--- config.mk ---
export PLATFORM = sky130hd
export DESIGN_NAME = radio_frame_parser_dispatch
export DESIGN_NICKNAME = d
export VERILOG_FILES = /design/src/rtl/rfpd_pkg.sv /design/src/rtl/radio_frame_parser_dispatch.sv
export SDC_FILE = /design/constraint.sdc
export NUM_CORES = 1
export LEC_CHECK = 0
export ABC_AREA = 1
export ABC_CLOCK_PERIOD_IN_PS = 4180
export BUFFER_PORTS_ARGS = -buffer_cell sky130_fd_sc_hd__buf_2
export CELL_PAD_IN_SITES_DETAIL_PLACEMENT = 0
export CELL_PAD_IN_SITES_GLOBAL_PLACEMENT = 1
export CORE_MARGIN = 3
export CORE_UTILIZATION = 39
export DETAILED_ROUTE_END_ITERATION = 16
export HOLD_SLACK_MARGIN = 0.05
export PLACE_DENSITY = 0.85
export SLEW_MARGIN = 20
export SYNTH_ARGS = -nofsm -noshare
export SYNTH_HDL_FRONTEND = slang
export SYNTH_SLANG_ARGS = --single-unit
export TNS_END_PERCENT = 1
--- constraint.sdc ---
create_clock -name clk -period 4.18 [get_ports clk]
set_input_delay 0.209 -clock clk [delete_from_list [all_inputs] [get_ports clk]]
set_output_delay 0.209 -clock clk [all_outputs]
set_load 0.005 [all_outputs]
--- src/rtl/rfpd_pkg.sv ---
`default_nettype none
// ----------------------------------------------------------------------------
// rfpd_pkg: shared types and constants of the radio frame parser
// Parse phases, result kinds, radio modes, event codes and register map.
// ----------------------------------------------------------------------------
package rfpd_pkg;

	// Parse phase, one-hot
	typedef enum logic [3:0] {
		PH_WAIT = 4'b0001,
		PH_LEN  = 4'b0010,
		PH_TYPE = 4'b0100,
		PH_DATA = 4'b1000
	} phase_t;

	// Result kinds (travel on tuser)
	localparam logic [2:0] KIND_OTHER = 3'd0;
	localparam logic [2:0] KIND_REG   = 3'd1;
	localparam logic [2:0] KIND_TX    = 3'd2;
	localparam logic [2:0] KIND_RX    = 3'd3;
	localparam logic [2:0] KIND_EVENT = 3'd4;

	// Radio modes
	localparam logic [1:0] MODE_INIT   = 2'd0;
	localparam logic [1:0] MODE_READY  = 2'd1;
	localparam logic [1:0] MODE_ONLINE = 2'd2;

	// Event codes carried in payload byte 0
	localparam logic [7:0] EV_READY   = 8'ha0;
	localparam logic [7:0] EV_ONLINE  = 8'ha3;
	localparam logic [7:0] EV_READY_B = 8'ha4;
	localparam logic [7:0] EV_READY_C = 8'ha5;

	// Register map, word index (byte address / 4)
	localparam int          ADDR_W     = 5;
	localparam logic [2:0]  REG_START  = 3'd0;
	localparam logic [2:0]  REG_REGREP = 3'd1;
	localparam logic [2:0]  REG_TXREP  = 3'd2;
	localparam logic [2:0]  REG_RXDATA = 3'd3;
	localparam logic [2:0]  REG_EVENT  = 3'd4;

	// Register reset values
	localparam logic [7:0] RST_START  = 8'd251;
	localparam logic [7:0] RST_REGREP = 8'd26;
	localparam logic [7:0] RST_TXREP  = 8'd21;
	localparam logic [7:0] RST_RXDATA = 8'd38;
	localparam logic [7:0] RST_EVENT  = 8'd40;

	// Result data packing
	localparam int OUT_BITS = 98;
	localparam int OUT_W    = 104;

endpackage
`default_nettype wire

--- src/rtl/radio_frame_parser_dispatch.sv ---
`default_nettype none
// ----------------------------------------------------------------------------
// radio_frame_parser_dispatch: framed packet parser for a radio serial link
// Takes one received byte per beat, tracks start/length/type framing, keeps
// the first payload bytes and dispatches each finished frame by type.
// ----------------------------------------------------------------------------
// Usage:
//   s_axis: one received byte per beat in s_axis_tdata.
//   m_axis: one result beat per input beat. m_axis_tlast is high when the
//   byte closed a frame with payload, m_axis_tuser gives its kind, and
//   m_axis_tdata carries the type, reply data and the radio state as it
//   stands after that byte.
//   APB: five 8-bit registers at byte addresses 0x00..0x10 (start byte and
//   the four packet type codes); write them only while the block is idle.
// Timing:
//   A result beat is registered and appears in the cycle after its input
//   beat is taken. Without a stall, one byte per cycle is taken: the whole
//   frame update is a single pass of logic between the state registers and
//   the result register. If the receiver stalls, the result register holds
//   its beat and s_axis_tready drops until that beat is taken.
// Reset:
//   arst_n clears the parser to wait for a start byte, clears stored
//   payload and radio state, and loads the default type codes.
// ----------------------------------------------------------------------------
module radio_frame_parser_dispatch
	import rfpd_pkg::*;
#(
	parameter int KEPT_BYTES = 6
) (
	input  wire logic                 clk,
	input  wire logic                 arst_n,
	// input stream
	input  wire logic                 s_axis_tvalid,
	output logic                      s_axis_tready,
	input  wire logic [7:0]           s_axis_tdata,   // [7:0] rx_byte
	// result stream
	output logic                      m_axis_tvalid,
	input  wire logic                 m_axis_tready,
	// [7:0] frame_type, [39:8] reply_data, [47:40] tx_status,
	// [55:48] tx_rssi, [57:56] radio_mode, [65:58] network_id,
	// [89:66] base_mac, [97:90] network_range, [103:98] zero
	output logic [OUT_W-1:0]          m_axis_tdata,
	output logic                      m_axis_tlast,   // frame_done
	output logic [2:0]                m_axis_tuser,   // [2:0] frame_kind
	// configuration
	input  wire logic                 psel,
	input  wire logic                 penable,
	input  wire logic                 pwrite,
	input  wire logic [ADDR_W-1:0]    paddr,
	input  wire logic [31:0]          pwdata,
	output logic [31:0]               prdata,
	output logic                      pready
);

	localparam int IDX_W = $clog2(KEPT_BYTES + 1);

	// configuration registers
	logic [7:0] start_q, regrep_q, txrep_q, rxdata_q, event_q;
	logic       cfg_wr;
	logic [2:0] cfg_idx;

	// parser state
	phase_t     phase_q, phase_d;
	logic [7:0] left_q, left_d;
	logic [IDX_W-1:0] idx_q, idx_d;
	logic [7:0] pay_q [KEPT_BYTES];
	logic [7:0] pay_d [KEPT_BYTES];
	logic [7:0] type_q, type_d;
	logic [1:0] mode_q, mode_d;
	logic [7:0] status_q, status_d;
	logic [7:0] rssi_q, rssi_d;
	logic [7:0] netid_q, netid_d;
	logic [23:0] mac_q, mac_d;
	logic [7:0] range_q, range_d;

	// per-beat result
	logic        done;
	logic [2:0]  kind;
	logic [31:0] data;
	logic [7:0]  b;

	// result register
	logic             out_valid_q;
	logic [OUT_W-1:0] out_data_q;
	logic             out_last_q;
	logic [2:0]       out_kind_q;

	logic in_fire;

	assign b       = s_axis_tdata;
	assign in_fire = s_axis_tvalid && s_axis_tready;
	assign s_axis_tready = !out_valid_q || m_axis_tready;

	// APB access
	assign pready  = 1'b1;
	assign cfg_idx = paddr[4:2];
	assign cfg_wr  = psel && penable && pwrite && pready;

	always_comb begin
		case (cfg_idx)
			REG_START:  prdata = {24'd0, start_q};
			REG_REGREP: prdata = {24'd0, regrep_q};
			REG_TXREP:  prdata = {24'd0, txrep_q};
			REG_RXDATA: prdata = {24'd0, rxdata_q};
			REG_EVENT:  prdata = {24'd0, event_q};
			default:    prdata = 32'd0;
		endcase
	end

	always_ff @(posedge clk or negedge arst_n) begin
		if (!arst_n) begin
			start_q  <= RST_START;
			regrep_q <= RST_REGREP;
			txrep_q  <= RST_TXREP;
			rxdata_q <= RST_RXDATA;
			event_q  <= RST_EVENT;
		end else if (cfg_wr) begin
			case (cfg_idx)
				REG_START:  start_q  <= pwdata[7:0];
				REG_REGREP: regrep_q <= pwdata[7:0];
				REG_TXREP:  txrep_q  <= pwdata[7:0];
				REG_RXDATA: rxdata_q <= pwdata[7:0];
				REG_EVENT:  event_q  <= pwdata[7:0];
				default: ;
			endcase
		end
	end

	// framing, payload capture and dispatch for one byte
	always_comb begin
		phase_d  = phase_q;
		left_d   = left_q;
		idx_d    = idx_q;
		pay_d    = pay_q;
		type_d   = type_q;
		mode_d   = mode_q;
		status_d = status_q;
		rssi_d   = rssi_q;
		netid_d  = netid_q;
		mac_d    = mac_q;
		range_d  = range_q;
		done     = 1'b0;
		kind     = KIND_OTHER;
		data     = 32'd0;

		case (phase_q)
			PH_WAIT: begin
				if (b == start_q) phase_d = PH_LEN;
			end
			PH_LEN: begin
				if (b != 8'd0) begin
					left_d  = b;
					phase_d = PH_TYPE;
				end else begin
					phase_d = PH_WAIT;
				end
			end
			PH_TYPE: begin
				type_d  = b;
				left_d  = left_q - 8'd1;
				idx_d   = '0;
				phase_d = (left_d == 8'd0) ? PH_WAIT : PH_DATA;
			end
			PH_DATA: begin
				// bytes past the kept window are counted only
				if (idx_q < IDX_W'(KEPT_BYTES)) begin
					for (int i = 0; i < KEPT_BYTES; i++) begin
						if (idx_q == IDX_W'(i)) pay_d[i] = b;
					end
					idx_d = idx_q + IDX_W'(1);
				end
				left_d = left_q - 8'd1;
				if (left_d == 8'd0) begin
					phase_d = PH_WAIT;
					idx_d   = '0;
					done    = 1'b1;
				end
			end
			default: phase_d = PH_WAIT;
		endcase

		// dispatch; first matching code wins
		if (done) begin
			if (type_d == regrep_q) begin
				kind = KIND_REG;
				data = {pay_d[3], pay_d[2], pay_d[1], pay_d[0]};
			end else if (type_d == txrep_q) begin
				kind     = KIND_TX;
				status_d = pay_d[0];
				rssi_d   = pay_d[4];
			end else if (type_d == rxdata_q) begin
				kind = KIND_RX;
				data = {16'd0, pay_d[5], pay_d[4]};
			end else if (type_d == event_q) begin
				kind = KIND_EVENT;
				if (pay_d[0] == EV_READY || pay_d[0] == EV_READY_B ||
					pay_d[0] == EV_READY_C) begin
					mode_d = MODE_READY;
				end else if (pay_d[0] == EV_ONLINE) begin
					netid_d = pay_d[1];
					mac_d   = {pay_d[2], pay_d[3], pay_d[4]};
					range_d = pay_d[5];
					mode_d  = MODE_ONLINE;
				end
			end
		end
	end

	// state update on each accepted byte
	always_ff @(posedge clk or negedge arst_n) begin
		if (!arst_n) begin
			phase_q  <= PH_WAIT;
			left_q   <= 8'd0;
			idx_q    <= '0;
			for (int i = 0; i < KEPT_BYTES; i++) pay_q[i] <= 8'd0;
			type_q   <= 8'd0;
			mode_q   <= MODE_INIT;
			status_q <= 8'd0;
			rssi_q   <= 8'd0;
			netid_q  <= 8'd0;
			mac_q    <= 24'd0;
			range_q  <= 8'd0;
		end else if (in_fire) begin
			phase_q  <= phase_d;
			left_q   <= left_d;
			idx_q    <= idx_d;
			pay_q    <= pay_d;
			type_q   <= type_d;
			mode_q   <= mode_d;
			status_q <= status_d;
			rssi_q   <= rssi_d;
			netid_q  <= netid_d;
			mac_q    <= mac_d;
			range_q  <= range_d;
		end
	end

	// result register: valid flag
	always_ff @(posedge clk or negedge arst_n) begin
		if (!arst_n) begin
			out_valid_q <= 1'b0;
		end else if (in_fire) begin
			out_valid_q <= 1'b1;
		end else if (m_axis_tready) begin
			out_valid_q <= 1'b0;
		end
	end

	// result register: payload
	always_ff @(posedge clk) begin
		if (in_fire) begin
			out_last_q <= done;
			out_kind_q <= kind;
			out_data_q <= {{(OUT_W - OUT_BITS){1'b0}}, range_d, mac_d, netid_d, mode_d,
				rssi_d, status_d, data, type_d};
		end
	end

	assign m_axis_tvalid = out_valid_q;
	assign m_axis_tdata  = out_data_q;
	assign m_axis_tlast  = out_last_q;
	assign m_axis_tuser  = out_kind_q;

`ifndef SYNTH
	// no byte is taken while a stalled result is still held
	a_no_overrun: assert property (@(posedge clk) disable iff (!arst_n)
		(out_valid_q && !m_axis_tready) |-> !s_axis_tready)
		else $error("input accepted over a stalled result");

	// every accepted byte yields a result beat in the next cycle
	a_result_follows: assert property (@(posedge clk) disable iff (!arst_n)
		in_fire |=> out_valid_q)
		else $error("accepted byte produced no result");

	// payload index never runs past the kept window
	a_idx_bound: assert property (@(posedge clk) disable iff (!arst_n)
		idx_q <= IDX_W'(KEPT_BYTES))
		else $error("payload index out of range");

	// data phase always has bytes left to count
	a_data_left: assert property (@(posedge clk) disable iff (!arst_n)
		(phase_q == PH_DATA) |-> (left_q != 8'd0))
		else $error("data phase with zero bytes left");

	// a result that closes no frame carries no kind
	a_kind_idle: assert property (@(posedge clk) disable iff (!arst_n)
		(out_valid_q && !out_last_q) |-> (out_kind_q == KIND_OTHER))
		else $error("frame kind set without a finished frame");
`endif

endmodule
`default_nettype wire

==> run metrics, run 1 <==
post-DP HPWL=between 20000 and 25000 um; antenna violations before repair=0; top post-synthesis cells by count=480 x nand2_1, 169 x nand3_1, 151 x dfrtp_1, 151 x inv_1, 121 x o21ai_0; routed vias=approximately 11000; Reg power frac=0.419; TNS Setup=0 ps; total setup buffers inserted after CTS=0; Layout fillers=approximately 3300; Initial Util=0.399; sequential-to-total area share from yosys stat=0.545; Core Rows=67; CTS buffer count=29; vias in the first global route=about 10000; Cells after Synth=~1600; P_leak=0.00738 uW; Fmax=just under 300 MHz; HP Class=input pin to register; clock power share=0.298; RSZ-0062 raised after global routing=false; remaining antenna violation count=0; hold_ws=roughly 64 ps; Critical R2R Launch=phase_q[2]; XOR/XNOR Fraction of Synth Area=0.00455; I/O pin count=about 200; CP top delay family=simple AND/OR/NAND/NOR gates; Die Wd=~190 um; Setup crit start=phase_q[2]; crit-path cells=inv_2 > nor2_4 > buf_4 > nand2_2 > nand2_1 > nand2_1 > nand2_1 > nand2_1 > nand2_1 > nor2_1 > nand3_1 > nor2_2 > buf_12 > nand3_1 > and2_1; Synth warnings=0; critical path peak fanout=32; WP data required=about 4500 ps; Max rail drop VDD=369 uV; adder-cell area share of the yosys netlist=0.00650; Arrival @ worst endpoint=about 3700 ps; H-tree levels=1; critical path depth=15; mux share of post-synthesis cell area=0; CP max-delay cell=nor2_2; Clock Path Buffers=3; Worst Tran Pin Value=733 ps; Psw=3120 uW; crit path buf inv count=3; Tmin final=around 3400 ps; final worst path period share=0.803; gr usage total=0.186; CP max stage delay=about 460 ps; CTS tree=done; DRC viols=0; switch share=0.349; # Max-Cap Violations=0; Synth area leaders=dfrtp_1 28%, edfxtp_1 23%, nand2_1 13%; Gate power share=0.284; Pwr Density=574 nW/um2; CTS resizes=0; Synth Area in Compound Gates=0.0907; max FFs per register=98; Synth cell types=38; asr flop ratio synth=0.625; cells on worst reg2reg path=15; reg2reg end=m_axis_tdata[61]; clk_lat worst skew=570 ps; clock sinks=about 270; DIE AREA=36800 um2; Slew HR=0.510; area leader, netlist=dfrtp_1; Clock Tree Root=clkbuf_16; CP Class=register to register; Die Y=192 um; Antenna Cells=0; First-pass DRT Iterations=6; core area=roughly 34000 um2; Net count, final=~1800; FF+latch count, synth=272; Setup crit end kind=register; syn avg cell area=about 8.4 um2; Max Clock Skew=14.5 ps; most used standard cell by instance count after synthesis=nand2_1; share of cells above drive strength 1=0.150; Placer Congestion=approximately 0.89; post-layout util=0.462; final setup vio count=0; R2R setup slack=between 800 and 900 ps; Synth Area in Simple Gates=0.272; largest net degree at the start of global routing=~130; Worst-path clk slew=roughly 60 ps; main combinational cell family by area after synthesis=simple AND/OR/NAND/NOR gates; 1st-iter DRT viols=roughly 820; Pint=between 5000 and 6000 uW; final WL=between 30000 and 40000 um; type of origin of the critical path=register; crit path to=m_axis_tdata[61]; crit-path most repeated cell=nand2_1; port bufs=137; placed instance count=approximately 2100; ys flop type=dfrtp_1; drt via density=~5.0; first-pass GRT wire length=roughly 55000 um; area share of the largest cell type after synthesis=0.281; EDFF count, synth=102; Mapped Area=approximately 13000 um2; Avg WL per Cell=15.7 um; final hold vios=0; Finished Layout Cells=approximately 2200; Area Growth Syn to Fin=15.8%; Slew Limit Fails=0; grt total ovfl=0; status=complete, no violations
logic make-up (layout without fill, tap and decap cells):
group | Yosys count | after routing
AOI/OAI and AO/OA | 214 | 214
xor gates and xnor gates | 7 | 7
adders and majority gates | 7 | 7
buffers and inverters | 245 | 369
DFF | 272 | 272
other | 2 | 31
and+or+nand+nor | 848 | 848
routing by layer:
metal / track usage / part of all wire
met1: 0.256 / 0.45
met2: 0.316 / 0.48
met3: 0.0228 / 0.048
met4: 0.0409 / 0.021
met5: 0 / 0
final cells by class:
class                           count  area, um2  share of cell area
Inverter                          153        579              0.0371
Timing Repair Buffer              162        967              0.0620
Tap cell                          448        561              0.0359
Clock buffer                       34        744              0.0477
Clock inverter                     20        239              0.0153
Sequential cell                   272       7340               0.471
Multi-Input combinational cell   1107       5160               0.331
metrics by stage:
stage,total power (uW),cell area [um2],setup WS [ps]
3_3_place_gp,6230,14500,917
3_5_place_dp,6310,14500,911
6_report,8940,15600,825
2_1_floorplan,5550,13600,998
4_1_cts,9000,15600,892
5_1_grt,9570,15600,543
power by group through the flow:
stage	Clock [uW]	Sequential (uW)	Combinational, uW
floorplan	0	3720	1840
global placement	0	3760	2470
detailed placement	0	3790	2530
CTS	2710	3740	2550
global route	2830	3810	2940
finish	2670	3740	2540
repair_timing:
action                                  CTS  global route
endpoints found under the hold margin    97             0
hold buffers                             10             0
endpoints found under the setup margin    0             0
worst min-delay path, cell delays in order:
cell and delay (ps):
buf_2 150, nand3_1 130, a31oi_1 90
cell usage in the layout (no fill, tap or decap), drive strengths merged, types with 2 or more instances in the layout:
cell / Yosys / routed
a21oi: 37 / 37
a221oi: 7 / 7
a22oi: 2 / 2
a31oi: 5 / 5
and2: 41 / 41
buf: 57 / 152
bufinv: 0 / 5
clkbuf: 35 / 34
clkinv: 0 / 13
conb: 2 / 31
dfrtp: 151 / 151
dfstp: 19 / 19
dlygate4sd3: 0 / 10
edfxtp: 102 / 102
ha: 7 / 7
inv: 153 / 154
nand2: 493 / 493
nand3: 172 / 172
nand3b: 3 / 3
nand4: 6 / 6
nor2: 109 / 109
nor3: 20 / 20
nor4: 2 / 2
o211ai: 3 / 3
o21ai: 136 / 136
o21bai: 10 / 10
o22ai: 9 / 9
o31ai: 5 / 5
xor2: 7 / 7
worst min path at each step:
stage / slack, ps / startpoint / depth (start not counted) / endpoint
after floorplan: -90 / arst_n / 0 / event_q[0]
after global placement: 260 / arst_n / 1 / mac_q[19]
after detailed placement: 250 / arst_n / 1 / mac_q[19]
after CTS: 50 / s_axis_tdata[3] / 3 / pay_q[43]
after global routing: 90 / s_axis_tdata[5] / 3 / left_q[5]
final: 60 / s_axis_tdata[3] / 3 / pay_q[43]
Note: power is estimated with default switching activity, not from simulation.
==> run 2, diff against run 1 <==
- ABC_AREA: 1 -> 0
- ABC_CLOCK_PERIOD_IN_PS: 4180 -> 2800
- CORE_UTILIZATION: 39 -> 42
- clock period: 4.18 -> 2.8 ns (I/O delays scaled with it)
==> run metrics, run 2 <==
status=finished with violations; failing checks=negative setup slack; Die Wd=185 um; ys flop type=dfrtp_1; final worst path period share=1.13; Clock Path Buffers=3; TNS Setup=-26780 ps; routed vias=between 9000 and 10000; crit-path most repeated cell=buf_4; first-pass GRT wire length=approximately 56000 um; H-tree levels=1; critical path peak fanout=9; CP Class=register to register; Worst-path clk slew=roughly 60 ps; Synth warnings=0; WP data required=~3000 ps; Net count, final=1363; CP top delay family=buffers and inverters; Slew Limit Fails=0; hold_ws=approximately 62 ps; Arrival @ worst endpoint=approximately 3500 ps; reg2reg end=m_axis_tdata[67]; I/O pin count=around 200; final hold vios=0; top post-synthesis cells by count=151 x dfrtp_1, 142 x mux2_2, 102 x edfxtp_1; Initial Util=0.433; asr flop ratio synth=0.625; Slew HR=0.344; vias in the first global route=just under 10000; CP max-delay cell=or4b_4; type of origin of the critical path=register; P_leak=0.00747 uW; Worst Tran Pin Value=roughly 980 ps; Placer Congestion=~0.9; CTS buffer count=29; DIE AREA=about 34000 um2; First-pass DRT Iterations=5; total power=roughly 12000 uW; area leader, netlist=dfrtp_1; syn avg cell area=12.6 um2; Register Area=7340 um2; Tmin final=3180 ps; Setup crit end kind=register; Max Clock Skew=roughly 23 ps; max FFs per register=98; FF+latch count, synth=272; drt via density=5.47; EDFF count, synth=slightly above 100; post-DP HPWL=23800 um; Critical R2R Launch=phase_q[3]; Multi-input gate area=a little under 6000 um2; gr usage total=0.209; final setup vio count=about 130; most used standard cell by instance count after synthesis=dfrtp_1; Fmax=about 310 MHz; share of cells above drive strength 1=0.410; Cells after Synth=1068; crit-path cells=or4b_4 > buf_4 > buf_4 > mux2i_1 > a311o_1 > a2111oi_4 > buf_6 > buf_4 > buf_12 > mux2_1; core area=~31000 um2; worst setup margin=-375 ps; Synth area leaders=dfrtp_1 28%, edfxtp_1 23%, mux2_2 12%; RSZ-0062 raised after global routing=true; Die Y=around 190 um; most common cell after layout, fill and taps aside=dfrtp_1; Area Growth Syn to Fin=24.3%; cells on worst reg2reg path=10; sequential-to-total area share from yosys stat=0.545; largest net degree at the start of global routing=between 100 and 150; area share of the largest cell type after synthesis=0.281; clock sinks=~270; port bufs=~140; Clock Tree Root=clkbuf_16; crit path buf inv count=5; HP Class=input pin to asynchronous set/reset pin; Max rail drop VDD=459 uV; Pwr Density=689 nW/um2; highest-count cells in the layout ignoring fill and taps=149 x dfrtp_1, 138 x mux2_2, 136 x buf_2, 102 x edfxtp_1, 97 x buf_4; CTS tree=done; CP max stage delay=about 600 ps; final WL=roughly 36000 um; R2R setup slack=-380 ps; Mapped Area=13500 um2; Layout fillers=roughly 2600; antenna violations before repair=0; 1st-iter DRT viols=653; clk_lat worst skew=about 560 ps; remaining antenna violation count=0; DRC viols=0; # Max-Cap Violations=0; grt total ovfl=0; Avg WL per Cell=about 21 um; Core Rows=64; Antenna Cells=0; Synth cell types=70
run 2: cells by family after synthesis:
kind of cell,synth area share
flops,0.545
mux,0.210
simple gates,0.0724
compound gates,0.0768
buf+inv,0.0521
xor+xnor,0.0364
fa+ha+maj,0.00650
other cells,0.000558
run 2: what timing repair did:
action | in CTS | in global routing
pin swaps | 9 | 4
gates resized for setup | 77 | 14
setup buffers | 13 | 1
hold buffers | 13 | 0
gates cloned | 4 | 0
setup endpoints to repair | 147 | 147
endpoints found under the hold margin | 204 | 0
run 2: stage by stage:
step / cell area [um2] / std cells / worst slack [ps] / util
after floorplan: 13600 / 1097 / -384 / -
after CTS: 16700 / 1722 / -287 / 0.537
after global routing: 16700 / 1723 / -396 / 0.539
after global placement: 15100 / 1638 / -305 / 0.487
final: 16700 / 1723 / -375 / 0.539
after detailed placement: 15100 / 1638 / -347 / 0.487
run 2: final cells by class:
type                            count  area share
Inverter                           38     0.00867
Sequential cell                   272       0.439
Clock inverter                      9     0.00598
Clock buffer                       45      0.0493
Multi-Input combinational cell    691       0.348
Tap cell                          396      0.0296
Timing Repair Buffer              272       0.120
run 2: report_power, final:
group          switching (uW)  internal (uW)  leakage (uW)
clock                    1570           2210      0.000457
combinational            1290           1240       0.00384
sequential                488           4750       0.00317
run 2: worst max-delay path by stage:
stage                     startpoint                to  cells after the start
after floorplan            left_q[0]  m_axis_tdata[76]                      9
after global placement     left_q[1]  m_axis_tdata[89]                      9
after detailed placement   left_q[1]  m_axis_tdata[60]                      9
after CTS                  left_q[1]  m_axis_tdata[90]                     11
after global routing      phase_q[3]  m_axis_tdata[67]                     10
final                     phase_q[3]  m_axis_tdata[67]                     10
run 2: worst register-to-register path: stages, from the launching register on:
cell,delay [ps]
dfrtp_2,430
or4b_4,610
buf_4,170
buf_4,130
mux2i_1,150
a311o_1,400
a2111oi_4,240
buf_6,180
buf_4,120
buf_12,150
mux2_1,330
run 2: per-layer routing:
metal	routed length [um]	global-route usage
met5	0	0
met3	2090	0.0401
met2	16800	0.332
met1	16000	0.288
met4	1310	0.0744
==> run 3, diff against run 2 <==
- ABC_CLOCK_PERIOD_IN_PS: 2800 -> 3700
- CORE_MARGIN: 3 -> not set
- CORE_UTILIZATION: 42 -> 45
- PLACE_DENSITY: 0.85 -> 0.87
- clock period: 2.8 -> 3.7 ns (I/O delays scaled with it)
==> run metrics, run 3 (synthesis gave the netlist of run 2 again) <==
hold path endpoint=type_q[7]; Antenna Cells=0; P_leak=between 0.006 and 0.007 uW; CP top delay family=compound AO/OA/AOI/OAI gates; Critical R2R Launch=left_q[1]; share of cells above drive strength 1=0.316; Die Wd=between 150 and 200 um; TNS Setup=0 ps; Layout fillers=about 2500; cells on worst reg2reg path=9; status=complete, no violations; reg2reg end=m_axis_tdata[92]; hold_ws=about 70 ps; Initial Util=0.463; core area=approximately 29000 um2; vias in the first global route=approximately 8600; CP max stage delay=between 400 and 500 ps; largest net degree at the start of global routing=100; max FFs per register=98; Slew HR=0.338; 1st-iter DRT viols=slightly above 600; switch share=0.291; # Max-Cap Violations=0; clock power share=0.330; post-DP HPWL=21000 um; Gate power share=0.187; remaining antenna violation count=0; highest-count cells in the layout ignoring fill and taps=151 x dfrtp_1, 142 x mux2_2, 136 x buf_2, 102 x edfxtp_1, 78 x mux2_1; CTS resizes=0; critical path peak fanout=15; clock sinks=around 270; final setup vio count=0; First-pass DRT Iterations=5; Tmin final=~3400 ps; Net count, final=around 1300; HP Class=input pin to register; crit path buf inv count=2; Avg WL per Cell=19.2 um; CTS tree=done; RSZ-0062 raised after global routing=false; I/O pin count=around 200; first-pass GRT wire length=roughly 48000 um; CP max-delay cell=a2111oi_4; WP data required=about 4000 ps; most common cell after layout, fill and taps aside=dfrtp_1; Reg power frac=0.483; Clock Path Buffers=3; R2R setup slack=320 ps; Arrival @ worst endpoint=~3700 ps; Psw=about 2400 uW; Placer Congestion=0.900; CP Class=register to register; gr usage total=0.202; Die Y=about 180 um; Fmax=295 MHz; Setup crit end kind=register; type of origin of the critical path=register; final worst path period share=0.915; Max Clock Skew=around 22 ps; drt via density=~5.4; CTS buffer count=28; Pint=5900 uW; Max rail drop VDD=373 uV; WHS Path Cells=3; Worst Tran Pin Value=988 ps; DIE AREA=approximately 31000 um2; Worst-path clk slew=approximately 60 ps; crit-path cells=inv_1 > ha_1 > or3b_1 > o31ai_2 > nand4_1 > a311o_1 > a2111oi_4 > buf_4 > mux2_1; Core Rows=a little over 60; final WL=31100 um; DRC viols=0; H-tree levels=1; grt total ovfl=0; Area Growth Syn to Fin=15.5%; post-layout util=0.535; clk_lat worst skew=about 570 ps; # hold bufs at CTS=13; antenna violations before repair=0; final hold vios=0; port bufs=between 100 and 150; routed vias=just under 9000; total setup buffers inserted after CTS=0; Slew Limit Fails=0; Pwr Density=around 540 nW/um2; Clock Tree Root=clkbuf_16; Hold Startpoint=s_axis_tdata[7]
[run 3: cell type report]
class	instances	area, um2	share of cell area
timing repair buffer	183	1140	0.0736
sequential	272	7340	0.472
multi-input combinational	691	5530	0.356
clock inverter	17	131	0.00845
tap	384	480	0.0309
clock buffer	35	778	0.0500
inverter	38	145	0.00933
[run 3: worst min-delay path, stage by stage]
cell	delay [ps]
buf_2	200
nand2_1	120
a31oi_1	80
[run 3: worst max-delay path by stage]
stage / startpoint / end / slack, ps / cells after the start
after floorplan: left_q[0] / m_axis_tdata[76] / 410 / 9
after global placement: left_q[1] / m_axis_tdata[71] / 450 / 9
after detailed placement: left_q[1] / m_axis_tdata[70] / 350 / 9
after CTS: left_q[1] / m_axis_tdata[92] / 360 / 9
after global routing: left_q[1] / m_axis_tdata[92] / 160 / 9
final: left_q[1] / m_axis_tdata[92] / 320 / 9
[run 3: power by group through the flow]
stage	clock network, uW	logic, uW	registers [uW]
4_1_cts	2800	1560	4010
3_5_place_dp	0	1540	4060
2_1_floorplan	0	1170	3900
3_3_place_gp	0	1490	4040
6_report	2740	1560	4020
5_1_grt	2910	1730	4080
[run 3: layer usage]
layer | vias up | global-route usage | routed length (um)
met5 | - | 0 | 0
met4 | 0 | 0.0587 | 662
met3 | 49 | 0.0339 | 1820
met2 | 277 | 0.330 | 14800
met1 | 4379 | 0.276 | 13800
li1 | 4100 | - | -
[run 3: stage by stage]
stage	std cells	cell area [um2]	power [uW]	worst slack, ps
final	1620	15600	8320	315
after global routing	1620	15600	8720	160
after CTS	1620	15600	8370	357
after detailed placement	1555	14500	5600	350
after global placement	1555	14500	5520	445
after floorplan	1097	13600	5070	414
